==> config.mk <==
export PLATFORM = sky130hd
export DESIGN_NAME = pcm_sqrt
export DESIGN_NICKNAME = d
export VERILOG_FILES = /design/src/design/pcm_pkg.sv /design/src/design/pcm_sqrt.sv
export SDC_FILE = /design/constraint.sdc
export NUM_CORES = 1
export LEC_CHECK = 0
export BUFFER_PORTS_ARGS = -buffer_cell sky130_fd_sc_hd__clkbuf_2
export CAP_MARGIN = 20
export CELL_PAD_IN_SITES_DETAIL_PLACEMENT = 1
export CELL_PAD_IN_SITES_GLOBAL_PLACEMENT = 1
export CORE_ASPECT_RATIO = 1.2
export CORE_MARGIN = 2
export CORE_UTILIZATION = 38
export CTS_CLUSTER_SIZE = 16
export DETAILED_ROUTE_END_ITERATION = 8
export PLACE_DENSITY_LB_ADDON = 0.15
export SLEW_MARGIN = 10
export SYNTH_ARGS = -nofsm -noshare
export SYNTH_HDL_FRONTEND = slang
export SYNTH_SLANG_ARGS = --single-unit
==> constraint.sdc <==
create_clock -name clk -period 2.6 [get_ports clk]
set_input_delay 0 -clock clk [delete_from_list [all_inputs] [get_ports clk]]
set_output_delay 0 -clock clk [all_outputs]
set_load 0.05 [all_outputs]
==> src/design/pcm_pkg.sv <==
// Shared types, widths and orientation constants for the phase congruency moment block.
package pcm_pkg;

    // Input sample format: unsigned, all bits fractional.
    localparam int PC_W    = 16;
    localparam int PC_FRAC = 16;
    localparam int N_IN    = 6;

    // Trig constants: magnitude in Q1.15, one is 2^15.
    localparam int TRIG_W    = 16;
    localparam int TRIG_FRAC = 15;

    // Covariance terms stay below 2^17 in magnitude for any orientation count.
    localparam int COV_W  = 18;
    localparam int SUM_W  = COV_W + 1;
    localparam int ROOT_W = COV_W;
    localparam int SQ_W   = 2 * ROOT_W;
    localparam int MOM_W  = SUM_W + 1;

    // Output byte and its scale factor.
    localparam int          OUT_W      = 8;
    localparam logic [7:0]  BYTE_MAX   = 8'd255;
    localparam logic [15:0] EPS_RESET  = 16'd7;

    // Pipeline control that travels with a stage group.
    typedef struct packed {
        logic adv;
        logic vld;
    } pipe_ctl_t;

    // Rounded Q1.15 magnitude of cos(k*pi/n) for 0 <= k <= n/2.
    function automatic int cos_mag(input int n, input int k);
        int v;
        v = 0;
        if (k == 0)
        begin
            v = 32768;
        end
        else if (2 * k == n)
        begin
            v = 0;
        end
        else
        begin
            case (n * 16 + k)
                3 * 16 + 1: v = 16384;
                4 * 16 + 1: v = 23170;
                5 * 16 + 1: v = 26510;
                5 * 16 + 2: v = 10126;
                6 * 16 + 1: v = 28378;
                6 * 16 + 2: v = 16384;
                7 * 16 + 1: v = 29523;
                7 * 16 + 2: v = 20431;
                7 * 16 + 3: v = 7292;
                8 * 16 + 1: v = 30274;
                8 * 16 + 2: v = 23170;
                8 * 16 + 3: v = 12540;
                default:    v = 0;
            endcase
        end
        return v;
    endfunction

    // Rounded Q1.15 magnitude of sin(k*pi/n) for 0 <= k <= n/2.
    function automatic int sin_mag(input int n, input int k);
        int v;
        v = 0;
        if (k == 0)
        begin
            v = 0;
        end
        else if (2 * k == n)
        begin
            v = 32768;
        end
        else
        begin
            case (n * 16 + k)
                3 * 16 + 1: v = 28378;
                4 * 16 + 1: v = 23170;
                5 * 16 + 1: v = 19261;
                5 * 16 + 2: v = 31164;
                6 * 16 + 1: v = 16384;
                6 * 16 + 2: v = 28378;
                7 * 16 + 1: v = 14218;
                7 * 16 + 2: v = 25619;
                7 * 16 + 3: v = 31946;
                8 * 16 + 1: v = 12540;
                8 * 16 + 2: v = 23170;
                8 * 16 + 3: v = 30274;
                default:    v = 0;
            endcase
        end
        return v;
    endfunction

    // Signed Q1.15 cos or sin of o*pi/n; past pi/2 the cosine changes sign.
    function automatic int trig_q15(input int n, input int o, input bit want_sin);
        int  k;
        bit  flip;
        int  m;
        k    = (2 * o > n) ? (n - o) : o;
        flip = (2 * o > n) && !want_sin;
        m    = want_sin ? sin_mag(n, k) : cos_mag(n, k);
        return flip ? -m : m;
    endfunction

endpackage

==> src/design/pcm_sqrt.sv <==
// Pipelined integer square root, one result bit per stage, rounded to nearest.
module pcm_sqrt
    import pcm_pkg::*;
(
    input  logic               clk,
    input  logic               rst_n,
    input  pipe_ctl_t          ctl,
    input  logic [SQ_W-1:0]    radicand,
    input  logic [SUM_W-1:0]   sum_in,
    output logic [ROOT_W-1:0]  root,
    output logic [SUM_W-1:0]   sum_out,
    output logic               vld
);

    localparam int RW = SQ_W + 1;

    logic [SQ_W-1:0]   rem_reg  [ROOT_W];
    logic [RW-1:0]     acc_reg  [ROOT_W];
    logic [SUM_W-1:0]  sum_reg  [ROOT_W];
    logic [SQ_W-1:0]   rem_next [ROOT_W];
    logic [RW-1:0]     acc_next [ROOT_W];
    logic [ROOT_W-1:0] vld_reg;
    logic [ROOT_W-1:0] root_reg;
    logic [SUM_W-1:0]  sum_out_reg;
    logic              vld_out_reg;
    logic              round_up;

    // One digit-pair step per stage, highest pair first.
    for (genvar k = 0; k < ROOT_W; k++)
    begin : g_step
        localparam logic [RW-1:0] BIT = RW'(1) << (2 * (ROOT_W - 1 - k));
        logic [SQ_W-1:0] rem_prev;
        logic [RW-1:0]   acc_prev;
        logic [RW-1:0]   trial;
        logic            take;

        if (k == 0)
        begin : g_first
            assign rem_prev = radicand;
            assign acc_prev = '0;
        end
        else
        begin : g_rest
            assign rem_prev = rem_reg[k-1];
            assign acc_prev = acc_reg[k-1];
        end

        assign trial       = acc_prev + BIT;
        assign take        = ({1'b0, rem_prev} >= trial);
        assign rem_next[k] = take ? rem_prev - trial[SQ_W-1:0] : rem_prev;
        assign acc_next[k] = take ? (acc_prev >> 1) + BIT : (acc_prev >> 1);
    end

    // Round up when the remainder exceeds the floor root.
    assign round_up = ({1'b0, rem_reg[ROOT_W-1]} > acc_reg[ROOT_W-1]);

    // Stage registers.
    always_ff @(posedge clk)
    begin
        if (ctl.adv)
        begin
            sum_reg[0] <= sum_in;
            for (int k = 1; k < ROOT_W; k++)
            begin
                sum_reg[k] <= sum_reg[k-1];
            end
            for (int k = 0; k < ROOT_W; k++)
            begin
                rem_reg[k] <= rem_next[k];
                acc_reg[k] <= acc_next[k];
            end
            root_reg    <= round_up ? ROOT_W'(acc_reg[ROOT_W-1] + RW'(1))
                                    : ROOT_W'(acc_reg[ROOT_W-1]);
            sum_out_reg <= sum_reg[ROOT_W-1];
        end
    end

    // Valid flags.
    always_ff @(posedge clk or negedge rst_n)
    begin
        if (!rst_n)
        begin
            vld_reg     <= '0;
            vld_out_reg <= 1'b0;
        end
        else if (ctl.adv)
        begin
            vld_reg     <= {vld_reg[ROOT_W-2:0], ctl.vld};
            vld_out_reg <= vld_reg[ROOT_W-1];
        end
    end

    assign root    = root_reg;
    assign sum_out = sum_out_reg;
    assign vld     = vld_out_reg;

endmodule

# ---- After elaboration in Yosys (flattened, before gate mapping)
# Memory sizes are Yosys's and may differ from the RTL's. A register that Yosys moved wholly into a read port is not among the register bits.
# Cells that the tools add are included.
dict set report op_classes {
  addsub 53
  n_mul 0
  div_mod_pow 0
  n_lt_le_gt_ge 19
  eq_ne 0
  n_shift 0
  mux 39
  n_bitwise 0
  n_reduce_logical 0
}
# op n
set op_table {}
lappend op_table {{$mux 36} 18}
lappend op_table {{$ge 36x37->1} 17}
lappend op_table {{$mux 37} 17}
lappend op_table {{$sub 36x36->36} 17}
lappend op_table {{$add 36x1->37 const B} 1}
lappend op_table {{$add 36x11->37 const B} 1}
lappend op_table {{$add 36x13->37 const B} 1}
lappend op_table {{$add 36x15->37 const B} 1}
lappend op_table {{$add 36x17->37 const B} 1}
lappend op_table {{$add 36x19->37 const B} 1}
lappend op_table {{$add 36x21->37 const B} 1}
lappend op_table {{$add 36x23->37 const B} 1}
lappend op_table {{$add 36x25->37 const B} 1}
lappend op_table {{$add 36x27->37 const B} 1}
lappend op_table {{$add 36x29->37 const B} 1}
lappend op_table {{$add 36x3->37 const B} 1}
lappend op_table {{$add 36x31->37 const B} 1}
lappend op_table {{$add 36x33->37 const B} 1}
lappend op_table {{$add 36x5->37 const B} 1}
lappend op_table {{$add 36x7->37 const B} 1}
lappend op_table {{$add 36x9->37 const B} 1}
lappend op_table {{$add 37x1->37 const B} 1}
lappend op_table {{$add 37x11->37 const B} 1}
lappend op_table {{$add 37x13->37 const B} 1}
lappend op_table {{21 further kinds} 22}
dict set report word_totals {
  ff_bits 37
  latch_bits 0
  ram_bits 1656
  rom_bits 0
  output_inout_bits 38
  wordCells 117
  memories 3
}
# name words word_bits read_ports rd_ports_with_merged_regs write_ports line_no
set mem_list {}
lappend mem_list {acc_reg 18 37 18 0 18 pcm_sqrt.sv:18} ;# logic [RW-1:0] acc_reg [ROOT_W];
lappend mem_list {rem_reg 18 36 18 0 18 pcm_sqrt.sv:17} ;# logic [SQ_W-1:0] rem_reg [ROOT_W];
lappend mem_list {sum_reg 18 19 18 1 18 pcm_sqrt.sv:19} ;# logic [SUM_W-1:0] sum_reg [ROOT_W];

# ---- Logic depth before layout (Yosys ltp)
# An unclocked memory read counts as a cell.
dict set report depth {
  word_depth 4
  ltp_mapped 12
  depth_no_buf 10
}

# ---- Least setup slack after synthesis
# OpenSTA, ideal clock, no wires.
dict set report synth_path {
  path_kind {reg-to-reg}
  start {memory rem_reg[15][4] (netlist bit)}
  end {memory rem_reg[16][24] (netlist bit) (data pin)}
  arrival_ps 2521
  required_time_ps 2338
  path_slack_ps -184
  path_stages_with_launch 11
  n_path_buf 1
  period_less_slack_ps 2784
  path_cell_list {edfxtp_1 -> ha_1 -> nor2b_4 -> o31a_2 -> o32a_4 -> a31oi_4 -> o31ai_2 -> or3_1 -> buf_6 -> nor3_2 -> xor2_1}
}
# item line_no
set synth_rtl {}
lappend synth_rtl {{start, declared} pcm_sqrt.sv:17}

==> summary.md <==
| Metric | Value |
|---|---|
| Largest register FFs | `648` |
| H-Tree Depth | `4` |
| DR vias/cell | `4.884` |
| DR pass1 iterations | `5` |
| RR Startpoint | `rem_reg[15][5]` |
| Net count, final | `5,041` |
| Die Footprint | `0.1396 sq mm` |
| Flops & latches, synth | `1,217` |
| Max rail drop VDD | `0.6094 mV` |
| Clock transition at the registers of the reported paths | `0.06 ns` |
| GR Overflow Total | `0` |
| Fillers | `13,186` |
| Register area share after synthesis | `0.7020` |
| Failing checks | `negative setup slack` |
| CP Max Fanout | `6` |
| Starting Density | `0.3831` |
| Routed WL | `122.7 mm` |
| Post-synth EDFFs | `1,198` |
| Total number of vias | `32,583` |
| Critical Path Start Type | `flip-flop` |
| Worst skew pair latency | `0.78 ns` |
| IO Pins | `97` |
| Max-cap violation count | `0` |
| Normalized max-slew margin | `0.4351` |
| Setup CP Type | `reg -> reg` |
| Avg WL per Cell | `18.40 microns` |
| Mean area per synthesized cell | `14.57 sq um` |
| Post-DRT Antenna Nets | `0` |
| Initial antenna violation count | `0` |
| Syn-to-layout area delta | `37.74%` |
| CP arrival | `3.34 ns` |
| Most common cell after layout, fill and taps aside | `edfxtp_1` |
| Antenna diodes | `0` |
| Number of global-route vias before repair | `35,607` |
| # port buffers | `96` |
| Hold Fails Final Rpt | `0` |
| Dpl hpwl | `82.39 mm` |
| CP endpoint kind | `flip-flop` |
| Largest net degree at the start of global routing | `114` |
| Synth warnings | `0` |
| Num CTS Buffers | `131` |
| Worst Hold Class | `in -> reg` |
| Clk root buf | `clkbuf_16` |
| Row cnt | `148` |
| Min-Delay Endpoint | `rem_reg[0][34]` |
| Most frequent cells in the layout | `1,198 x edfxtp_1, 796 x buf_4, 217 x inv_1, 168 x nand2_1` |
| Hold WS | `0.09146 ns` |
| Iter 0 DRT Violations | `1,053` |
| Worst reg-to-reg setup slack | `-0.23 ns` |
| Worst Skew | `0.03746 ns` |
| Setup violators final | `170` |
| Pwr dens | `774.7 mW/mm^2` |
| Die width | `341.4 microns` |
| Slew @ Worst Pin | `0.8446 ns` |
| Capturing point of the worst reg2reg path | `rem_reg[16][32]` |
| R2R depth | `9` |
| Beginning of the worst hold path | `radicand[34]` |
| GRT Total Usage | `0.1720` |
| Fin worst setup slack | `-0.2268 ns` |
| Final Wtd Congestion | `0.8079` |
| Area of the multi-input gates | `0.01816 sq mm` |
| Library cells used by synthesis | `101` |
| Maximum clock rate | `353.8 MHz` |
| Area of the core | `0.1356 sq mm` |
| Static leakage power | `27.53 nW` |
| Clock Tree Buf Depth | `3` |
| Mapped Area | `0.05192 sq mm` |
| FF+latch area | `0.03645 sq mm` |
| Clock Sinks | `1,217` |
| Fin. max-slew vios | `0` |
| RSZ-0062 raised after global routing | `yes` |
| Synth Instances | `3,563` |
| DRC viols | `0` |
| DIE HEIGHT | `408.9 microns` |
| Global-route wire length before repair | `187.9 mm` |
| CTS tree | `built` |
| Crit path time final | `2.827 ns` |
| Prevailing post-synth register cell | `edfxtp_1` |
| Ys async rst share | `0.01561` |
| Syn Nets | `3,828` |
| Hold path depth | `3` |
| Status | `complete, but fails checks` |
| Fin crit share | `1.087` |
| Setup TNS Final | `-14.54 ns` |
| Worst Path Required | `3.11 ns` |
| Share of cells above drive strength 1 | `0.3708` |
-- metrics by stage --
| stage | setup WS [ns] | instance area [sq um] | std cells | total power [mW] | util |
|---|---|---|---|---|---|
| final | -0.2268 | 71520 | 6671 | 55.40 | 0.5276 |
| after global placement | -0.5324 | 60290 | 6153 | 34.65 | 0.4448 |
| after global routing | -0.2910 | 71520 | 6671 | 57.79 | 0.5276 |
| after detailed placement | -0.5646 | 60290 | 6153 | 34.93 | 0.4448 |
| after CTS | -0.2597 | 69030 | 6594 | 54.93 | 0.5092 |
| after floorplan | -0.02329 | 52000 | 3563 | 30.25 | - |
-- layer usage --
layer / GRT usage / part of all wire
met5: 0 / 0
met4: 0.07740 / 0.043
met3: 0.02362 / 0.021
met2: 0.3514 / 0.58
met1: 0.1659 / 0.35
-- worst max-delay path by stage --
stage                    start              end  slack [ns]  cells after the start
6_report        rem_reg[15][5]  rem_reg[16][32]       -0.23                      9
2_1_floorplan   acc_reg[15][4]  rem_reg[16][24]       -0.02                     11
5_1_grt        rem_reg[12][12]  rem_reg[13][33]       -0.29                     10
3_3_place_gp    rem_reg[16][1]  rem_reg[17][34]       -0.53                     11
4_1_cts        rem_reg[12][12]  rem_reg[13][33]       -0.26                     10
3_5_place_dp    rem_reg[16][1]  rem_reg[17][25]       -0.56                     12
-- area by class of cell --
| cell class | instances | area share |
|---|---|---|
| Sequential cell | 1217 | 0.5097 |
| Clock buffer | 156 | 0.04804 |
| Timing Repair Buffer | 1126 | 0.1314 |
| Clock inverter | 72 | 0.01216 |
| Multi-Input combinational cell | 2049 | 0.2539 |
| Tap cell | 1800 | 0.03149 |
| Inverter | 251 | 0.01331 |
-- repair_timing --
| action | in CTS | in global routing |
|---|---|---|
| cloned | 15 | 5 |
| setup buffers | 92 | 92 |
| hold buffers | 116 | 0 |
| setup endpoints to repair | 313 | 314 |
| hold endpoints to repair | 505 | 0 |
| pin swaps | 188 | 216 |
| resized for setup | 525 | 420 |
-- worst max-delay path, cell delays in order (launching register included) --
cell      delay [ns]
edfxtp_1        0.44
ha_4            0.32
nand4_1         0.31
nor4_4          0.31
a211oi_4        0.13
nand3_1         0.18
nand2_4         0.12
or3_4           0.48
nor3_4          0.19
xor2_1          0.08
-- synthesized netlist by cell type, drive strengths merged (20+ instances only) --
master,number,area [sq um]
nand2,238,895.9
a21o,62,468.0
ha,206,2577
buf,24,163.9
nor3,96,516.8
nor2b,29,188.9
xor2,134,1174
o31ai,20,155.1
or3,41,257.8
nand3,48,240.2
nand2b,36,225.2
a21oi,143,723.2
edfxtp,1198,35970
clkbuf,23,87.58
o21ai,176,880.8
inv,251,942.2
mux2,41,461.7
nor4,96,636.9
nand4,37,231.5
xnor2,163,1428
o21a,43,322.8
or4,27,202.7
nor2,175,656.9
-- cell families (layout without fill, tap and decap cells) --
kind of cell    after synthesis  count (layout)  synth area share
compound gates              573             573           0.07150
xor+xnor                    297             297           0.05010
fa+ha+maj                   206             206           0.04964
buf+inv                     298            1605           0.02299
flops                      1217            1217            0.7020
mux                          48              48           0.01024
simple gates                924             925           0.09354
-- power breakdown --
| group | switching (mW) | internal [mW] |
|---|---|---|
| Sequential | 1.29 | 24.2 |
| Combinational | 5.64 | 5.67 |
| Clock | 7.77 | 10.8 |
(Power assumes the default switching activity.)
