## config.mk

```make
export PLATFORM = sky130hd
export DESIGN_NAME = pcm_lane
export DESIGN_NICKNAME = d
export VERILOG_FILES = /design/src/design/pcm_pkg.sv /design/src/design/pcm_lane.sv
export SDC_FILE = /design/constraint.sdc
export NUM_CORES = 1
export LEC_CHECK = 0
export BUFFER_PORTS_ARGS = -buffer_cell sky130_fd_sc_hd__buf_2
export CELL_PAD_IN_SITES_DETAIL_PLACEMENT = 2
export CELL_PAD_IN_SITES_GLOBAL_PLACEMENT = 2
export CORE_MARGIN = 5
export CORE_UTILIZATION = 40
export DETAILED_ROUTE_END_ITERATION = 16
export MAX_ROUTING_LAYER = met4
export PLACE_DENSITY = 0.86
export REMOVE_ABC_BUFFERS = 1
export SYNTH_ARGS = -nofsm -noshare
export SYNTH_HDL_FRONTEND = slang
export SYNTH_SLANG_ARGS = --single-unit
```

## constraint.sdc

```tcl
create_clock -name clk -period 9.31 [get_ports clk]
set_input_delay 1.862 -clock clk [delete_from_list [all_inputs] [get_ports clk]]
set_output_delay 1.862 -clock clk [all_outputs]
set_load 0.1 [all_outputs]
```

## src/design/pcm_pkg.sv

```systemverilog
// Shared types, widths and orientation constants for the phase congruency moment block.
package pcm_pkg;

    // Input sample format: unsigned, all bits fractional.
    localparam int PC_W    = 16;
    localparam int PC_FRAC = 16;
    localparam int N_IN    = 6;

    // Trig constants: magnitude in Q1.15, one is 2^15.
    localparam int TRIG_W    = 16;
    localparam int TRIG_FRAC = 15;

    // Covariance terms stay below 2^17 in magnitude for any orientation count.
    localparam int COV_W  = 18;
    localparam int SUM_W  = COV_W + 1;
    localparam int ROOT_W = COV_W;
    localparam int SQ_W   = 2 * ROOT_W;
    localparam int MOM_W  = SUM_W + 1;

    // Output byte and its scale factor.
    localparam int          OUT_W      = 8;
    localparam logic [7:0]  BYTE_MAX   = 8'd255;
    localparam logic [15:0] EPS_RESET  = 16'd7;

    // Pipeline control that travels with a stage group.
    typedef struct packed {
        logic adv;
        logic vld;
    } pipe_ctl_t;

    // Rounded Q1.15 magnitude of cos(k*pi/n) for 0 <= k <= n/2.
    function automatic int cos_mag(input int n, input int k);
        int v;
        v = 0;
        if (k == 0)
        begin
            v = 32768;
        end
        else if (2 * k == n)
        begin
            v = 0;
        end
        else
        begin
            case (n * 16 + k)
                3 * 16 + 1: v = 16384;
                4 * 16 + 1: v = 23170;
                5 * 16 + 1: v = 26510;
                5 * 16 + 2: v = 10126;
                6 * 16 + 1: v = 28378;
                6 * 16 + 2: v = 16384;
                7 * 16 + 1: v = 29523;
                7 * 16 + 2: v = 20431;
                7 * 16 + 3: v = 7292;
                8 * 16 + 1: v = 30274;
                8 * 16 + 2: v = 23170;
                8 * 16 + 3: v = 12540;
                default:    v = 0;
            endcase
        end
        return v;
    endfunction

    // Rounded Q1.15 magnitude of sin(k*pi/n) for 0 <= k <= n/2.
    function automatic int sin_mag(input int n, input int k);
        int v;
        v = 0;
        if (k == 0)
        begin
            v = 0;
        end
        else if (2 * k == n)
        begin
            v = 32768;
        end
        else
        begin
            case (n * 16 + k)
                3 * 16 + 1: v = 28378;
                4 * 16 + 1: v = 23170;
                5 * 16 + 1: v = 19261;
                5 * 16 + 2: v = 31164;
                6 * 16 + 1: v = 16384;
                6 * 16 + 2: v = 28378;
                7 * 16 + 1: v = 14218;
                7 * 16 + 2: v = 25619;
                7 * 16 + 3: v = 31946;
                8 * 16 + 1: v = 12540;
                8 * 16 + 2: v = 23170;
                8 * 16 + 3: v = 30274;
                default:    v = 0;
            endcase
        end
        return v;
    endfunction

    // Signed Q1.15 cos or sin of o*pi/n; past pi/2 the cosine changes sign.
    function automatic int trig_q15(input int n, input int o, input bit want_sin);
        int  k;
        bit  flip;
        int  m;
        k    = (2 * o > n) ? (n - o) : o;
        flip = (2 * o > n) && !want_sin;
        m    = want_sin ? sin_mag(n, k) : cos_mag(n, k);
        return flip ? -m : m;
    endfunction

endpackage

```

## src/design/pcm_lane.sv

```systemverilog
// One orientation lane: projects the sample onto cos and sin and forms the three products.
module pcm_lane
    import pcm_pkg::*;
#(
    parameter int NUM_ORIENT = 6,
    parameter int IDX        = 0
)
(
    input  logic                     clk,
    input  logic                     adv,
    input  logic [PC_W-1:0]          pc,
    output logic [2*PC_W-1:0]        xx,
    output logic [2*PC_W-1:0]        yy,
    output logic signed [2*PC_W:0]   xy
);

    localparam int COS_V = trig_q15(NUM_ORIENT, IDX, 1'b0);
    localparam int SIN_V = trig_q15(NUM_ORIENT, IDX, 1'b1);
    localparam bit COS_NEG = (COS_V < 0);
    localparam logic [TRIG_W-1:0] COS_MAG = TRIG_W'(COS_NEG ? -COS_V : COS_V);
    localparam logic [TRIG_W-1:0] SIN_MAG = TRIG_W'(SIN_V);
    localparam int PW = PC_W + TRIG_W + 1;
    localparam logic [PW-1:0] HALF_LSB = PW'(1) << (TRIG_FRAC - 1);

    logic [PW-1:0]       xp;
    logic [PW-1:0]       yp;
    logic [PC_W-1:0]     xm_reg;
    logic [PC_W-1:0]     ym_reg;
    logic [2*PC_W-1:0]   pxy;
    logic [2*PC_W-1:0]   xx_reg;
    logic [2*PC_W-1:0]   yy_reg;
    logic signed [2*PC_W:0] xy_reg;

    // Scale by the trig constants and round half away from zero on the magnitude.
    assign xp = PW'(pc) * PW'(COS_MAG) + HALF_LSB;
    assign yp = PW'(pc) * PW'(SIN_MAG) + HALF_LSB;

    // Cross product magnitude; only the cosine can be negative.
    assign pxy = (2 * PC_W)'(xm_reg) * (2 * PC_W)'(ym_reg);

    always_ff @(posedge clk)
    begin
        if (adv)
        begin
            xm_reg <= xp[TRIG_FRAC +: PC_W];
            ym_reg <= yp[TRIG_FRAC +: PC_W];
            xx_reg <= (2 * PC_W)'(xm_reg) * (2 * PC_W)'(xm_reg);
            yy_reg <= (2 * PC_W)'(ym_reg) * (2 * PC_W)'(ym_reg);
            xy_reg <= COS_NEG ? -signed'({1'b0, pxy}) : signed'({1'b0, pxy});
        end
    end

    assign xx = xx_reg;
    assign yy = yy_reg;
    assign xy = xy_reg;

endmodule

```

======== Word-level counts from Yosys, hierarchy flattened ========
Cells that the tools add are included.
word-level totals
  memory bits (writable) .................. 0
  logic and storage cells ................. 4
  latch bits .............................. 0
  memories kept ........................... 0
  ROM bits ................................ 0
  flip-flop bits (word level) ............. 48
cells by class
  eq/ne operators ......................... 0
  magnitude comparators ................... 0
  reduce and logical (&&, ||, !) cells .... 0
  multiply operators ...................... 1
  multiplexer cells ....................... 0
  divide/modulo/power cells ............... 0
  shifts and indexed selects .............. 0
  $add $sub $neg .......................... 1
  bitwise operators ....................... 0
operator list
  cell                                             count
  multiplier 16 x 16 -> 32 bit                     1
  adder 31 x 15 -> 31 bit (second input constant)  1

======== Longest topological paths before layout ========
Gate-level depths: netlist (run 1).
  depth after elaboration ................. 1
  gate-level depth with buffers ........... 23

======== Worst setup path before layout (run 1) ========
Ideal clock, no wire load.
  path type ............................... register -> register
  start point ............................. reg xm_reg[8]
  end point ............................... reg xx_reg[23] (netlist: xx[23]) (data pin)
  setup time .............................. 0.264 ns
  arrival time ............................ 5.607 ns
  buffers on the path ..................... 2
  setup slack ............................. 3.439 ns
  cell stages (with the launch flop) ...... 24
  path through ............................ edfxtp_1 clkbuf_1 nand2_1 inv_1 fa_1 inv_1 fa_1 inv_1 fa_1 inv_1 fa_1 inv_1 fa_1 inv_1 fa_1 inv_1 ha_1 buf_2 nand4_1 or2_0 or3_1 and2_4 o31ai_4 xor2_1
on the way
  word-level cells in the longest chain between the ends .. 1
ends and longest elaborated chain
  what                          line            text
  start, declared               pcm_lane.sv:27  logic [PC_W-1:0] xm_reg;
  start signal, assigned        pcm_lane.sv:45  xm_reg <= xp[TRIG_FRAC +: PC_W];
  multiplier 16 x 16 -> 32 bit  pcm_lane.sv:47  xx_reg <= (2 * PC_W)'(xm_reg) * (2 * PC_W)'(xm_reg);
  end signal, assigned          pcm_lane.sv:47
  end, declared                 pcm_lane.sv:30  logic [2*PC_W-1:0] xx_reg;
No other way between the ends.
A chain may end at the register's enable or synchronous reset.

======== Final worst setup path (run 1) ========
  start point ............................. reg xm_reg[2]
  end point ............................... reg xx_reg[31] (netlist: xx[31]) (data pin)
The elaborated chain is that of the path after synthesis.

==> flow_summary.toml, run 1 <==
[sta]
setup_viol = 0
fin_skew_ns = 0.0102
slew_violations = 0
period_needed_ns = 6.71
rsz0062_at_grt = "false"
fin_tns_setup_ns = 0
hold_viol_final = 0
max_freq_ghz = 0.149
min_period_over_period = 0.721
relSlewSlack = 0.303
worst_slew_pin_slew_ns = 1.05

[cts]
clkLatencyLatePin_ns = 0.32
ctsResizeCount = 0
htree_levels = 2
ctsHoldBuffers = 0
post_cts_buffers = 0
numClockSinks = 47
clk_pin_slew_ns = 0.09
cts_tree = "built"
cts_buffers = 5
clockBufferDepth = 2
root_buffer = "clkbuf_16"

[global_route]
use_met2 = 0.452
grt_max_degree = 48
globalRouteOverflowTotal = 0
grt_util_met1 = 0.249
grt_pass1_vias = 8066
grt_pass1_wl_mm = 45.9
track_usage = 0.234
antenna_found_initial = 0
top_usage_layer = "met2"
grtUsageMet3 = 0.0182

[finish]
largest_reg_flops = 31
layout-drive-gt1-share = 0.0661
instances_no_fill = 1347
nets = 1309
syn2layout_area_growth_pct = 4.71
fin_area_mm2 = 0.00987
antennaDiodeCount = 0
final_core_util = 0.423

[floorplanning]
die-area_mm2 = 0.0267
start_util = 0.404
die_h_um = 163
core_region_area_mm2 = 0.0233
die_w_um = 163
io_pins = 115
row_count = 56

[flow_run]
cap_violations = 0

[routing]
drcViolationCount = 0
drt-initial-drc-count = 359
wl_mm = 29.5
viasPerCell = 4.96
vias = 6687
routedWlPerCell_um = 21.9
ant_nets = 0
drt_pre_antenna_iters = 4

[placed_design]
port_buffers = 48
place_area_mm2 = 0.00970
place_inst = 1339
dp.final_hpwl_mm = 24.0
place_congestion = 0.863

[synth]
ys_top_cells_by_count = "255 x inv_1, 162 x fa_1, 102 x ha_1"
synth-seq-area-share = 0.150
yosysUniqueCellTypes = 49
netlist_instances = 1002
syn_area_mm2 = 0.00942
synth_area_leaders = "fa_1 34%, edfxtp_1 15%, ha_1 14%, inv_1 10%, buf_4 5.3%"
synth_warnings = 0
yosysMostFrequentCell = "inv_1"
synthArstFlopShare = 0
synth_top_area_cell = "fa_1"
ys_seq_elements = 47
syn_avg_cell_area_um2 = 9.41
ys.flop_type = "edfxtp_1"
synth-edff-count = 47
netlist.area_leader.share = 0.344

[worst_setup_path]
r2r_slack_ns = 2.60
max_stage_delay_ns = 0.86
arrival_ns = 6.77
crit_start = "xm_reg[2]"
worstPathCellList = "inv_1, nor2_1, ha_1, xor2_1, fa_1, inv_1, fa_1, fa_1, fa_1, inv_1, fa_1, inv_1, ha_1, a21oi_1, o21ai_0, a21oi_1, nor2_1, a221oi_1, nand3b_1"
end_kind = "flop"
worstRegToRegCells = 19
worstPathMaxFanout = 16
cp.required_ns = 9.37
cp_common_cell = "fa_1"
timing.rr.end = "xx[31]"
path_class = "flop to flop"
critPathLaunchType = "flop"
worst-path-buf-inv = 4
cp_top_family = "adder cells"
worstReg2RegStart = "xm_reg[2]"
slowest_stage = "edfxtp_1"

[worst_hold_path]
hold_path_end = "xx[0]"
worstHoldPathCells = 0
hp-start = "xm_reg[0]"
hold_class = "flop to flop"

[run_status]
status = "completed"
## how the worst max path moves through the flow
| stage | end | depth (start not counted) |
|---|---|---|
| finish | xx[31] | 19 |
| global placement | xx[23] | 20 |
| floorplan | xx[23] | 20 |
| global route | xx[30] | 20 |
| detailed placement | xx[31] | 19 |
| CTS | xx[31] | 19 |
## cell type report
cell class	count	area, um^2
Multi-Input combinational cell	669	6680
Timing Repair Buffer	49	248
Inverter	255	957
Clock buffer	5	125
Sequential cell	47	1410
Tap cell	319	399
Fill cell	2603	13500
Clock inverter	3	46.3
## stage by stage
| step | hold WS, ns | worst slack, ns |
|---|---|---|
| 6_report | 0.909 | 2.60 |
| 5_1_grt | 0.939 | 2.28 |
| 4_1_cts | 0.902 | 2.58 |
| 3_5_place_dp | 0.854 | 2.67 |
| 3_3_place_gp | 0.861 | 2.87 |
| 2_1_floorplan | 0.604 | 3.52 |
## logic make-up after synthesis
| group | Yosys count | share of synthesized area |
|---|---|---|
| xor+xnor | 36 | 0.0335 |
| other cells | 1 | 0.000398 |
| fa+ha+maj | 264 | 0.480 |
| simple gates | 207 | 0.103 |
| buf+inv | 351 | 0.167 |
| mux | 2 | 0.00226 |
| compound gates | 94 | 0.0645 |
| flops | 47 | 0.150 |
## cells in the final DEF (no fill, tap or decap), types with 2 or more instances in the layout
cell type	Yosys	routed
a21o_1	7	7
a21oi_1	36	36
a221o_1	2	2
a221oi_1	2	2
a31o_2	2	2
and2_1	37	37
and3_1	2	2
buf_2	8	48
clkbuf_16	0	5
conb_1	1	66
edfxtp_1	47	47
fa_1	162	162
ha_1	102	102
inv_1	255	255
nand2_1	94	94
nand3_1	4	4
nand3b_1	2	2
nand4_1	8	8
nor2_1	36	36
nor2b_1	6	6
nor3_1	5	5
o211a_1	2	2
o211ai_1	2	2
o21ai_0	23	23
o21bai_1	7	7
or2_0	2	2
or2_2	3	3
or3_1	3	3
xnor2_1	23	23
xor2_1	13	13
## per-layer routing
metal  wire length (um)  up-vias
li1                   -     2961
met1              10600     3509
met2              17000      162
met3                722       55
met4               1140        0
met5                  0        -
Power of run 1 is not shown: default switching activity piles up to over one toggle a cycle in this logic, so the estimate is an artifact.
==> inputs of run 2 (changes only) <==
--- a/config.mk
+++ b/config.mk
@@ -9,10 +9,10 @@
 export CELL_PAD_IN_SITES_DETAIL_PLACEMENT = 2
 export CELL_PAD_IN_SITES_GLOBAL_PLACEMENT = 2
 export CORE_MARGIN = 5
-export CORE_UTILIZATION = 40
+export CORE_UTILIZATION = 38
 export DETAILED_ROUTE_END_ITERATION = 16
 export MAX_ROUTING_LAYER = met4
-export PLACE_DENSITY = 0.86
+export PLACE_DENSITY = 0.83
 export REMOVE_ABC_BUFFERS = 1
 export SYNTH_ARGS = -nofsm -noshare
 export SYNTH_HDL_FRONTEND = slang
==> constraint.sdc (replaced) <==
create_clock -name clk -period 6.3 [get_ports clk]
set_input_delay 1.26 -clock clk [delete_from_list [all_inputs] [get_ports clk]]
set_output_delay 1.26 -clock clk [all_outputs]
set_load 0.1 [all_outputs]
==> run 2 against run 1 <==
Net effect:
- count of clock-buffer cells in the layout unchanged
- critical path depth increased by 1
- global-route usage decreased by 0.80 points
- first-iteration DRC count decreased by 40%
- fmax increased by 8.0%
- non-clock buffer count increased by 60
- clock skew decreased by 0.0033 ns
- register-to-register slack got worse by 2.5 ns
- flip-flop and latch count unchanged
- largest cell class unchanged
==> flow_summary.toml, run 2 (synthesized netlist as in run 1, its figures left out) <==
[cts]
ctsHoldBuffers = 0
clkLatencyLatePin_ns = 0.31
clockBufferDepth = 2
numClockSinks = 47
root_buffer = "clkbuf_16"
htree_levels = 2
clk_pin_slew_ns = 0.08
cts_buffers = 5
cts_tree = "built"

[sta]
min_period_over_period = 0.987
fin_ws_ns = 0.0827
period_needed_ns = 6.22
max_freq_ghz = 0.161
hold_viol_final = 0
setup_viol = 0
fin_skew_ns = 0.00688
relSlewSlack = 0.495
slew_violations = 0
worst_slew_pin_slew_ns = 0.757

[worst_setup_path]
path_class = "flop to flop"
critPathLaunchType = "flop"
worstReg2RegStart = "xm_reg[2]"
crit_start = "xm_reg[2]"
worstRegToRegCells = 20
slowest_stage = "fa_2"
crit_path_end = "xx[23]"
end_kind = "flop"
max_stage_delay_ns = 0.56
arrival_ns = 6.28
cp_common_cell = "fa_1"
timing.rr.end = "xx[23]"
cp.required_ns = 6.37
r2r_slack_ns = 0.08
cp.depth = 20
worst-path-buf-inv = 6
worstPathCellList = "buf_4, nand2_1, inv_1, fa_1, inv_1, fa_1, inv_2, fa_2, fa_2, fa_1, inv_1, fa_1, inv_2, ha_4, nand4_1, or2_1, or3_4, and2_4, o31ai_4, xor2_1"
cp_top_family = "adder cells"
worstPathMaxFanout = 6

[run_status]
status = "completed"

[global_route]
globalRouteOverflowTotal = 0
grt_max_degree = 48
antenna_found_initial = 0
grt_pass1_wl_mm = 47.7
grt_pass1_vias = 8468
track_usage = 0.226

[finish]
largest_reg_flops = 31
layout_commonest_cell = "inv_1"
nets = 1369
layout_common_cells = "248 x inv_1, 159 x fa_1, 98 x ha_1, 93 x nand2_1, 66 x conb_1"
antennaDiodeCount = 0
layout-drive-gt1-share = 0.144
fillCellCount = 2719
syn2layout_area_growth_pct = 10.8

[routing]
viasPerCell = 4.88
routedWlPerCell_um = 21.7
vias = 6896
drt-initial-drc-count = 217
ant_nets = 0
drt_pre_antenna_iters = 4
wl_mm = 30.7
drcViolationCount = 0

[floorplanning]
core_region_area_mm2 = 0.0244
die-area_mm2 = 0.0280
start_util = 0.386
die_w_um = 167
row_count = 57
die_h_um = 167
io_pins = 115

[placed_design]
place_ws_ns = -0.137
port_buffers = 48
dp.final_hpwl_mm = 25.9
place_congestion = 0.838

[worst_hold_path]
worstHoldPathCells = 1
hold_class = "flop to flop"

[flow_run]
cap_violations = 0
-- run 2: cell types whose count changed in the layout (fill, tap and decap cells not counted), sizes merged --
cell	before	now
clkinvlp	1	0
clkinv	0	2
buf	49	109
inv	256	255
-- run 2: routing by layer --
layer / GRT usage / wire [um]
met5: - / 0
met4: 0.0875 / 1240
met3: 0.0248 / 949
met2: 0.426 / 17300
met1: 0.243 / 11100
-- run 2: worst min path at each step --
| stage | start | to |
|---|---|---|
| floorplan | xm_reg[0] | xx[0] |
| global route | xm_reg[0] | xx[0] |
| CTS | xm_reg[0] | xx[0] |
| detailed placement | xm_reg[0] | xx[0] |
| global placement | xm_reg[0] | xx[0] |
| finish | xm_reg[0] | xx[0] |
-- run 2: repair_timing --
item,CTS,global route
setup buffers,6,14
pin swaps,3,15
gates resized for setup,14,24
endpoints found under the setup margin,13,15
gates cloned,0,0
-- run 2: layout make-up --
cell class	count	area [um^2]	share of cell area
sequential	47	1410	0.135
inverter	255	957	0.0917
timing repair buffer	109	709	0.0679
multi-input combinational	669	6790	0.650
clock inverter	3	43.8	0.00419
tap	324	405	0.0388
clock buffer	5	125	0.0120
-- run 2: through the flow --
| step | instance area [um^2] | util | hold slack, ns | instances | setup TNS (ns) |
|---|---|---|---|---|---|
| after detailed placement | 10000 | 0.410 | 0.817 | 1385 | -0.666 |
| after global placement | 10000 | 0.410 | 0.804 | 1385 | 0 |
| after floorplan | 9050 | - | 0.604 | 971 | 0 |
| after global routing | 10400 | 0.428 | 0.887 | 1412 | -0.0996 |
| after CTS | 10300 | 0.421 | 0.855 | 1399 | 0 |
| final | 10400 | 0.428 | 0.853 | 1412 | 0 |
-- run 2: worst register-to-register path: stages, from the launching register on --
cell      delay, ns
edfxtp_1       0.49
buf_4          0.20
nand2_1        0.12
inv_1          0.08
fa_1           0.52
inv_1          0.05
fa_1           0.52
inv_2          0.07
fa_2           0.56
fa_2           0.44
fa_1           0.51
inv_1          0.07
fa_1           0.53
inv_2          0.07
ha_4           0.31
nand4_1        0.21
or2_1          0.31
or3_4          0.40
and2_4         0.19
o31ai_4        0.23
xor2_1         0.10
Power of run 2 is left out for the same reason.
