**config.mk**
```make
export PLATFORM = sky130hd
export DESIGN_NAME = pcm_merge
export DESIGN_NICKNAME = d
export VERILOG_FILES = /design/src/design/pcm_pkg.sv /design/src/design/pcm_merge.sv
export SDC_FILE = /design/constraint.sdc
export NUM_CORES = 2
export LEC_CHECK = 0
export BUFFER_PORTS_ARGS = -buffer_cell sky130_fd_sc_hd__buf_2
export CAP_MARGIN = 20
export CORE_MARGIN = 5
export CORE_UTILIZATION = 40
export CTS_CLUSTER_SIZE = 10
export DETAILED_ROUTE_END_ITERATION = 8
export PLACE_DENSITY_LB_ADDON = 0.05
export SYNTH_ARGS = -nofsm -noshare
export SYNTH_HDL_FRONTEND = slang
export SYNTH_SLANG_ARGS = --single-unit
```
**constraint.sdc**
```tcl
create_clock -name clk -period 8.68 [get_ports clk]
set_clock_uncertainty 0.1 [all_clocks]
set_input_delay 0.868 -clock clk [delete_from_list [all_inputs] [get_ports clk]]
set_output_delay 0.868 -clock clk [all_outputs]
set_load 0.05 [all_outputs]
```
**src/design/pcm_pkg.sv**
```systemverilog
// Shared types, widths and orientation constants for the phase congruency moment block.
package pcm_pkg;

    // Input sample format: unsigned, all bits fractional.
    localparam int PC_W    = 16;
    localparam int PC_FRAC = 16;
    localparam int N_IN    = 6;

    // Trig constants: magnitude in Q1.15, one is 2^15.
    localparam int TRIG_W    = 16;
    localparam int TRIG_FRAC = 15;

    // Covariance terms stay below 2^17 in magnitude for any orientation count.
    localparam int COV_W  = 18;
    localparam int SUM_W  = COV_W + 1;
    localparam int ROOT_W = COV_W;
    localparam int SQ_W   = 2 * ROOT_W;
    localparam int MOM_W  = SUM_W + 1;

    // Output byte and its scale factor.
    localparam int          OUT_W      = 8;
    localparam logic [7:0]  BYTE_MAX   = 8'd255;
    localparam logic [15:0] EPS_RESET  = 16'd7;

    // Pipeline control that travels with a stage group.
    typedef struct packed {
        logic adv;
        logic vld;
    } pipe_ctl_t;

    // Rounded Q1.15 magnitude of cos(k*pi/n) for 0 <= k <= n/2.
    function automatic int cos_mag(input int n, input int k);
        int v;
        v = 0;
        if (k == 0)
        begin
            v = 32768;
        end
        else if (2 * k == n)
        begin
            v = 0;
        end
        else
        begin
            case (n * 16 + k)
                3 * 16 + 1: v = 16384;
                4 * 16 + 1: v = 23170;
                5 * 16 + 1: v = 26510;
                5 * 16 + 2: v = 10126;
                6 * 16 + 1: v = 28378;
                6 * 16 + 2: v = 16384;
                7 * 16 + 1: v = 29523;
                7 * 16 + 2: v = 20431;
                7 * 16 + 3: v = 7292;
                8 * 16 + 1: v = 30274;
                8 * 16 + 2: v = 23170;
                8 * 16 + 3: v = 12540;
                default:    v = 0;
            endcase
        end
        return v;
    endfunction

    // Rounded Q1.15 magnitude of sin(k*pi/n) for 0 <= k <= n/2.
    function automatic int sin_mag(input int n, input int k);
        int v;
        v = 0;
        if (k == 0)
        begin
            v = 0;
        end
        else if (2 * k == n)
        begin
            v = 32768;
        end
        else
        begin
            case (n * 16 + k)
                3 * 16 + 1: v = 28378;
                4 * 16 + 1: v = 23170;
                5 * 16 + 1: v = 19261;
                5 * 16 + 2: v = 31164;
                6 * 16 + 1: v = 16384;
                6 * 16 + 2: v = 28378;
                7 * 16 + 1: v = 14218;
                7 * 16 + 2: v = 25619;
                7 * 16 + 3: v = 31946;
                8 * 16 + 1: v = 12540;
                8 * 16 + 2: v = 23170;
                8 * 16 + 3: v = 30274;
                default:    v = 0;
            endcase
        end
        return v;
    endfunction

    // Signed Q1.15 cos or sin of o*pi/n; past pi/2 the cosine changes sign.
    function automatic int trig_q15(input int n, input int o, input bit want_sin);
        int  k;
        bit  flip;
        int  m;
        k    = (2 * o > n) ? (n - o) : o;
        flip = (2 * o > n) && !want_sin;
        m    = want_sin ? sin_mag(n, k) : cos_mag(n, k);
        return flip ? -m : m;
    endfunction

endpackage

```
**src/design/pcm_merge.sv**
```systemverilog
// Merging stage: sums the lane products, forms the covariance terms and the radicand.
module pcm_merge
    import pcm_pkg::*;
#(
    parameter int NUM_ORIENT = 6
)
(
    input  logic                   clk,
    input  logic                   rst_n,
    input  pipe_ctl_t              ctl,
    input  logic [2*PC_W-1:0]      xx [NUM_ORIENT],
    input  logic [2*PC_W-1:0]      yy [NUM_ORIENT],
    input  logic signed [2*PC_W:0] xy [NUM_ORIENT],
    output logic [SQ_W-1:0]        radicand,
    output logic [SUM_W-1:0]       cov_sum,
    output logic                   vld
);

    localparam int SW    = 2 * PC_W + $clog2(NUM_ORIENT);
    localparam int NW    = SW + 2;
    localparam int QW    = NW - PC_FRAC;
    localparam int DEPTH = 6;
    localparam logic [NW-1:0] HALF_DIV = NW'(NUM_ORIENT) << (PC_FRAC - 1);
    localparam logic [QW-1:0] RECIP    = QW'((64'd1 << QW) / NUM_ORIENT);
    localparam logic [QW-1:0] N_Q      = QW'(NUM_ORIENT);

    logic [SW-1:0]          sxx_sum;
    logic [SW-1:0]          syy_sum;
    logic signed [SW:0]     sxy_sum;
    logic [SW-1:0]          sxx_reg;
    logic [SW-1:0]          syy_reg;
    logic signed [SW:0]     sxy_reg;

    logic [SW:0]            sxy_abs;
    logic [NW-1:0]          nx;
    logic [NW-1:0]          ny;
    logic [NW-1:0]          nxy;
    logic [QW-1:0]          qx_reg;
    logic [QW-1:0]          qy_reg;
    logic [QW-1:0]          qxy_reg;
    logic                   neg2_reg;

    logic [2*QW-1:0]        px;
    logic [2*QW-1:0]        py;
    logic [2*QW-1:0]        pxy;
    logic [QW-1:0]          tx_reg;
    logic [QW-1:0]          ty_reg;
    logic [QW-1:0]          txy_reg;
    logic [QW-1:0]          qx3_reg;
    logic [QW-1:0]          qy3_reg;
    logic [QW-1:0]          qxy3_reg;
    logic                   neg3_reg;

    logic [QW-1:0]          rx;
    logic [QW-1:0]          ry;
    logic [QW-1:0]          rxy;
    logic [QW-1:0]          cx;
    logic [QW-1:0]          cy;
    logic [QW-1:0]          cxy;
    logic [COV_W-1:0]       covx_reg;
    logic [COV_W-1:0]       covy_reg;
    logic signed [COV_W:0]  covxy_reg;

    logic signed [COV_W:0]      diff;
    logic signed [2*COV_W+1:0]  dsq;
    logic signed [2*COV_W+1:0]  csq;
    logic [SQ_W-1:0]        dsq_reg;
    logic [SQ_W-1:0]        csq_reg;
    logic [SUM_W-1:0]       sum5_reg;

    logic [SQ_W-1:0]        sq_reg;
    logic [SUM_W-1:0]       sum6_reg;
    logic [DEPTH-1:0]       vld_reg;

    // Accumulate the lane products.
    always_comb
    begin
        sxx_sum = '0;
        syy_sum = '0;
        sxy_sum = '0;
        for (int i = 0; i < NUM_ORIENT; i++)
        begin
            sxx_sum = sxx_sum + SW'(xx[i]);
            syy_sum = syy_sum + SW'(yy[i]);
            sxy_sum = sxy_sum + (SW + 1)'(xy[i]);
        end
    end

    // Add half the divisor and drop the power-of-two part of N*2^F.
    assign sxy_abs = sxy_reg[SW] ? (SW + 1)'(-sxy_reg) : (SW + 1)'(sxy_reg);
    assign nx      = {sxx_reg, 1'b0} + HALF_DIV;
    assign ny      = {syy_reg, 1'b0} + HALF_DIV;
    assign nxy     = {sxy_abs[SW-1:0], 2'b00} + HALF_DIV;

    // Divide by N: reciprocal estimate, then one correction step.
    assign px  = (2 * QW)'(qx_reg)  * (2 * QW)'(RECIP);
    assign py  = (2 * QW)'(qy_reg)  * (2 * QW)'(RECIP);
    assign pxy = (2 * QW)'(qxy_reg) * (2 * QW)'(RECIP);

    assign rx  = qx3_reg  - QW'(tx_reg  * N_Q);
    assign ry  = qy3_reg  - QW'(ty_reg  * N_Q);
    assign rxy = qxy3_reg - QW'(txy_reg * N_Q);
    assign cx  = (rx  >= N_Q) ? tx_reg  + QW'(1) : tx_reg;
    assign cy  = (ry  >= N_Q) ? ty_reg  + QW'(1) : ty_reg;
    assign cxy = (rxy >= N_Q) ? txy_reg + QW'(1) : txy_reg;

    // Squares for the root term.
    assign diff = signed'({1'b0, covx_reg}) - signed'({1'b0, covy_reg});
    assign dsq  = diff * diff;
    assign csq  = covxy_reg * covxy_reg;

    // Datapath registers.
    always_ff @(posedge clk)
    begin
        if (ctl.adv)
        begin
            sxx_reg   <= sxx_sum;
            syy_reg   <= syy_sum;
            sxy_reg   <= sxy_sum;

            qx_reg    <= nx[PC_FRAC +: QW];
            qy_reg    <= ny[PC_FRAC +: QW];
            qxy_reg   <= nxy[PC_FRAC +: QW];
            neg2_reg  <= sxy_reg[SW];

            tx_reg    <= px[QW +: QW];
            ty_reg    <= py[QW +: QW];
            txy_reg   <= pxy[QW +: QW];
            qx3_reg   <= qx_reg;
            qy3_reg   <= qy_reg;
            qxy3_reg  <= qxy_reg;
            neg3_reg  <= neg2_reg;

            covx_reg  <= COV_W'(cx);
            covy_reg  <= COV_W'(cy);
            covxy_reg <= neg3_reg ? -signed'({1'b0, COV_W'(cxy)})
                                  : signed'({1'b0, COV_W'(cxy)});

            dsq_reg   <= dsq[SQ_W-1:0];
            csq_reg   <= csq[SQ_W-1:0];
            sum5_reg  <= SUM_W'(covx_reg) + SUM_W'(covy_reg);

            sq_reg    <= dsq_reg + csq_reg;
            sum6_reg  <= sum5_reg;
        end
    end

    // Valid flags follow the datapath.
    always_ff @(posedge clk or negedge rst_n)
    begin
        if (!rst_n)
        begin
            vld_reg <= '0;
        end
        else if (ctl.adv)
        begin
            vld_reg <= {vld_reg[DEPTH-2:0], ctl.vld};
        end
    end

    assign radicand = sq_reg;
    assign cov_sum  = sum6_reg;
    assign vld      = vld_reg[DEPTH-1];

endmodule

```
Word level (Yosys, flattened, before mapping)
Index checks and enable logic that the tools add are counted.
- flip-flop bits (word level): 498
- output and inout port bits: 56
- $add $sub $neg: 29
- $mul: 8
- order comparisons: 3
- mux-type cells: 5
- operator list (kind ; count):
    35-bit by 32-bit adder with 35-bit output ; 4
    21-bit by 19-bit multiplier with 40-bit output (second input constant) ; 3
    36-bit by 18-bit adder with 37-bit output (second input constant) ; 2
    36-bit by 33-bit adder with 36-bit output ; 2
    19-bit by 19-bit multiplier with 36-bit output ; 2
    18-bit two-way mux ; 4
    34-bit by 32-bit adder with 35-bit output ; 2
    33-bit by 32-bit adder with 34-bit output ; 2
    32-bit by 32-bit adder with 33-bit output ; 2
    21-bit by 3-bit greater-or-equal comparator with 1-bit output (second input constant) ; 3
    21-bit subtractor ; 3
    19-bit by 2-bit multiplier with 20-bit output (second input constant) ; 3
    18-bit by 1-bit adder with 18-bit output (second input constant) ; 3
    37-bit by 18-bit adder with 37-bit output (second input constant) ; 1
    35-bit by 33-bit adder with 36-bit output ; 1
    36-bit adder ; 1
    34-bit by 33-bit adder with 35-bit output ; 1
    35-bit two-way mux ; 1
    35-bit negation ; 1
    33-bit by 33-bit adder with 34-bit output ; 1
    18-bit by 18-bit adder with 19-bit output ; 1
    18-bit negation with 19-bit output ; 1
    18-bit by 18-bit subtractor with 19-bit output ; 1

Logic depth before layout (Yosys ltp)
- depth in word-level cells: 6
- gate-level depth with buffers: 37
- mapped depth without buffers: 37

Least setup slack after synthesis
OpenSTA, ideal clock, no wires.
- path type: register to register
- from: reg covx_reg[0]
- to: reg dsq_reg[34] (data pin)
- arrival: 8.544 ns
- required time: 8.314 ns
- slack: -0.229 ns
- stages on the path, launching flop included: 36
- period minus slack after synthesis: 8.909 ns
- cells stage by stage: edfxtp_1 inv_1 ha_1 inv_1 fa_1 a21o_1 a21oi_1 o21ai_0 nand2_1 a21oi_1 a211oi_1 o31ai_1 a2111oi_0 or2_2 clkbuf_1 clkinv_1 buf_1 nor2_1 fa_1 inv_1 fa_1 fa_1 inv_1 fa_1 inv_1 fa_1 inv_1 fa_1 ha_1 ha_1 a21o_1 a21o_1 a21oi_1 nor2b_1 a21boi_0 xor2_1
- word-level cells in the longest chain between the ends: 2
- RTL lines (item ; RTL line ; text):
    start, declared ; pcm_merge.sv:60 ; logic [COV_W-1:0] covx_reg;
    start signal, assigned ; pcm_merge.sv:134 ; covx_reg <= COV_W'(cx);
    18-bit by 18-bit subtractor with 19-bit output ; pcm_merge.sv:108 ; assign diff = signed'({1'b0, covx_reg}) - signed'({1'b0, covy_reg});
    19-bit by 19-bit multiplier with 36-bit output ; pcm_merge.sv:109 ; assign dsq = diff * diff;
    via dsq[34] ; pcm_merge.sv:65 ; logic signed [2*COV_W+1:0] dsq;
    end signal, assigned ; pcm_merge.sv:139 ; dsq_reg <= dsq[SQ_W-1:0];
    end, declared ; pcm_merge.sv:67 ; logic [SQ_W-1:0] dsq_reg;
The timed path passes the listed nets, and every way through them passes these cells.
A chain may end at the register's enable or synchronous reset.

Worst setup path in the final report
- from: reg covx_reg[0]
- to: reg dsq_reg[33] (data pin)
Same word-level chain as after synthesis.

==> impl_metrics.csv <==
group,metric,value,unit
floorplan,row_count,164,
setup_path,slowest_stage,"fa_1",
route,vias,54673,
synthesis,postSynthRegisterBits,462,
place,port_buffers,641,
synthesis,synth-edff-count,456,
setup_path,path_delay_family,"adder cells",
timing,finalWorstPathRequiredPeriod,8.55,ns
grt,combined_global_route_utilization_of_all_metal_layers,20.4,%
clocking,htree_levels,2,
cells_and_area,final_cells,11497,
floorplan,io-pin-count,642,
grt,overflow,0,
place,gpl.final_weighted_congestion,0.888,
clocking,clock_tree_from_tritoncts,"yes",
setup_path,worstReg2RegEnd,"dsq_reg[33]",
grt,global_route.peak_usage_layer,"met2",
grt,groute.layer.met2.usage,36.6,%
route,drt_iter0_markers,2256,
clocking,tritoncts_num_sinks,462,
cells_and_area,nNetsFinal,11813,
grt,met1_usage,26.9,%
timing,worst_max_slew_pin_slew,0.920,ns
route,detail_route_antenna_nets,0,
setup_path,crit_path_start,"covx_reg[0]",
setup_path,timing.setup.critical_path_class,"register to register",
hold_path,holdPathEnd,"cov_sum[3]",
synthesis,yosysWarningCount,0,
run,max-cap-violations,0,
floorplan,die_height,458,microns
setup_path,worst_setup_path_start_kind,"register",
setup_path,regToRegStartpoint,"covx_reg[0]",
timing,fin_worst_hold_slack,0.318,ns
floorplan,die-area,0.210,sq mm
grt,grt_antenna_before_repair,30,
setup_path,cp_common_cell,"fa_1",
grt,grt_max_degree,137,
grt,vias_in_the_first_global_route,60829,
floorplan,die_w,458,microns
hold_path,min-delay-path-class,"register to register",
route,drt-total-wl,211000,microns
timing,max_slew_headroom_at_the_worst_pin,37.9,%
outcome,run_status,"completed",
grt,use_met3,1.74,%
synthesis,synth_async_sr_flop_share,1.30,%
route,wl_per_cell,18.3,microns
cells_and_area,multi_input_comb_area,0.0583,sq mm
synthesis,syn_area_per_cell,10.2,sq um
timing,final_critical_path_setup_slack,0.132,ns
synthesis,mappedNetlistArea,0.0802,sq mm
setup_path,r2r_slack,0.13,ns
setup_path,critical-path-max-stage-delay,0.56,ns
hold_path,timing.hold.worst.start,"sum5_reg[3]",
cells_and_area,fin_util,45.6,%
place,hpwl_after_detailed_placement,187000,microns
clocking,clk_path_buf_depth,3,
synthesis,register_area_share_after_synthesis,17.3,%
synthesis,synthCells,7887,
cells_and_area,n_fill_cell,19126,
synthesis,yosysUniqueCellTypes,90,
setup_path,worst-endpoint-arrival,8.88,ns
route,routed_via_density,4.76,
cells_and_area,syn_to_final_growth,13.7,%
hold_path,number_of_cells_on_the_worst_hold_path,0,
clocking,clock_tree.root_cell,"clkbuf_16",
clocking,clkLatencyLatePin,0.69,ns
setup_path,r2r.worst_path.cells,38,
clocking,clock_transition_at_path_regs,0.05,ns
timing,hold_viol,0,
grt,global_route_wire_length_before_repair,336000,microns
route,remaining_drc_errors,0,
setup_path,worst-path-max-fanout,6,
place,place_inst,11368,
cells_and_area,regArea,0.0138,sq mm
place,placement.setup.worst_slack,-0.502,ns
timing,min_period_over_period,98.5,%
floorplan,floorplan.core_area,0.200,sq mm
synthesis,synthFlopType,"edfxtp_1",
timing,setup_viol,0,
route,dr.pass1.iters,5,
setup_path,worst_setup_path_end_kind,"register",
timing,fmax,0.117,GHz
setup_path,worst_ep_required_time,9.02,ns
timing,maxSlewViolCount,0,
floorplan,starting_utilization_of_the_core_area,40.2,%
timing,setup_repair_after_global_routing_missed_its_margin,"yes",
cells_and_area,final_layout_size_suffix_gt1_share,13.3,%
clocking,cts-buffers-inserted,60,
synthesis,synth.net_count,10904,
setup_path,worstPathBufferInverterCount,10,
-- cell type report --
cell class / count / area share, %
clock inverters: 23 / 0.200
inverters: 2232 / 9.19
repair buffers: 936 / 6.06
diodes: 8 / 0.0220
well taps: 2656 / 3.65
clock buffers: 76 / 1.76
flip-flops and latches: 462 / 15.2
multi-input cells: 5104 / 63.9
-- synthesized netlist by cell type (11+ instances only) --
library cell / instances / area share (%)
inv_1: 2223 / 10
fa_1: 1440 / 36
ha_1: 991 / 15
edfxtp_1: 456 / 17
nand2_1: 373 / 1.7
xnor2_1: 340 / 3.7
nor2_1: 336 / 1.6
a21oi_1: 250 / 1.6
o21ai_0: 160 / 1.0
xor2_1: 137 / 1.5
nor3_1: 111 / 0.69
a21o_1: 99 / 0.93
and2_1: 96 / 0.75
nand3_1: 88 / 0.55
clkbuf_1: 83 / 0.39
o21a_1: 60 / 0.56
nand2b_1: 59 / 0.46
and3_1: 48 / 0.37
o21bai_1: 47 / 0.44
nor2b_1: 43 / 0.34
a31oi_1: 37 / 0.29
nand4_1: 29 / 0.23
or2_2: 21 / 0.16
or3_1: 21 / 0.16
a211oi_1: 20 / 0.19
nor4_1: 20 / 0.16
o211ai_1: 20 / 0.19
a211o_1: 15 / 0.16
o22ai_1: 14 / 0.11
a2111oi_0: 13 / 0.14
mux2i_1: 13 / 0.16
a41oi_1: 12 / 0.13
a31o_2: 11 / 0.12
o31ai_1: 11 / 0.10
o41ai_1: 11 / 0.12
-- worst register-to-register path, delay by kind of cell (launching register included) --
family / cells / cell delay (ns)
simple gates: 5 / 0.62
buf+inv: 10 / 1.08
fa+ha+maj: 10 / 4.27
flops: 1 / 0.41
xor+xnor: 2 / 0.23
compound gates: 11 / 1.59
-- cells by family (layout without fill, tap and decap cells) --
group / count (synthesis) / count (layout) / share of synthesized area [%]
flip-flops: 462 / 462 / 17.3
multiplexers: 22 / 22 / 0.293
adder cells (fa/ha/maj): 2432 / 2432 / 51.4
other: 0 / 8 / 0
buffers and inverters: 2321 / 3267 / 10.9
XOR/XNOR: 478 / 478 / 5.24
AO/OA/AOI/OAI: 869 / 869 / 7.09
AND/OR/NAND/NOR: 1303 / 1303 / 7.81
-- worst max-delay path by stage --
stage                   to  cells past startpoint
2_1_floorplan  dsq_reg[33]                     36
3_3_place_gp   dsq_reg[34]                     39
3_5_place_dp   dsq_reg[34]                     38
4_1_cts        dsq_reg[33]                     36
5_1_grt        dsq_reg[33]                     37
6_report       dsq_reg[33]                     38
-- layout by cell type (no fill, tap or decap), types with 18 or more instances in the layout --
cell type / count
or3_1: 21
inv_1: 2213
ha_1: 971
o21a_1: 59
nand2b_1: 59
buf_2: 640
o211ai_1: 20
and2_1: 93
fa_1: 1428
nor4_1: 19
nand3_1: 87
clkbuf_16: 62
xor2_1: 136
or2_2: 20
a21o_1: 99
nor2b_1: 41
and3_1: 45
a21oi_1: 236
a31oi_1: 35
xnor2_1: 337
edfxtp_1: 456
nand2_1: 365
buf_4: 282
nor3_1: 109
nand4_1: 29
ha_4: 20
o21ai_0: 152
nor2_1: 328
clkinv_1: 18
o21bai_1: 47
-- metal layers --
metal	up-vias	share of wire [%]
li1	26505	-
met1	27043	44
met2	920	50
met3	199	2.9
met4	6	2.2
met5	-	0.022
-- metrics by stage --
step / TNS (ns) / instance area [sq um]
final: 0 / 91100
after global routing: -1.33 / 91100
after CTS: 0 / 90600
after detailed placement: -2.61 / 88500
after global placement: -1.78 / 88500
after floorplan: 0 / 80200
-- repair_timing --
action                                  4_1_cts  5_1_grt
hold endpoints to repair                      6        0
pin swaps                                    30       55
hold buffers                                  1        0
setup buffers                                 9       11
endpoints found under the setup margin        9       16
cloned                                        0        0
resized for setup                            58       80
Power is left out: the tool's default activity adds up to more than one toggle a clock period on the data nets, which glitch-free logic cannot reach.
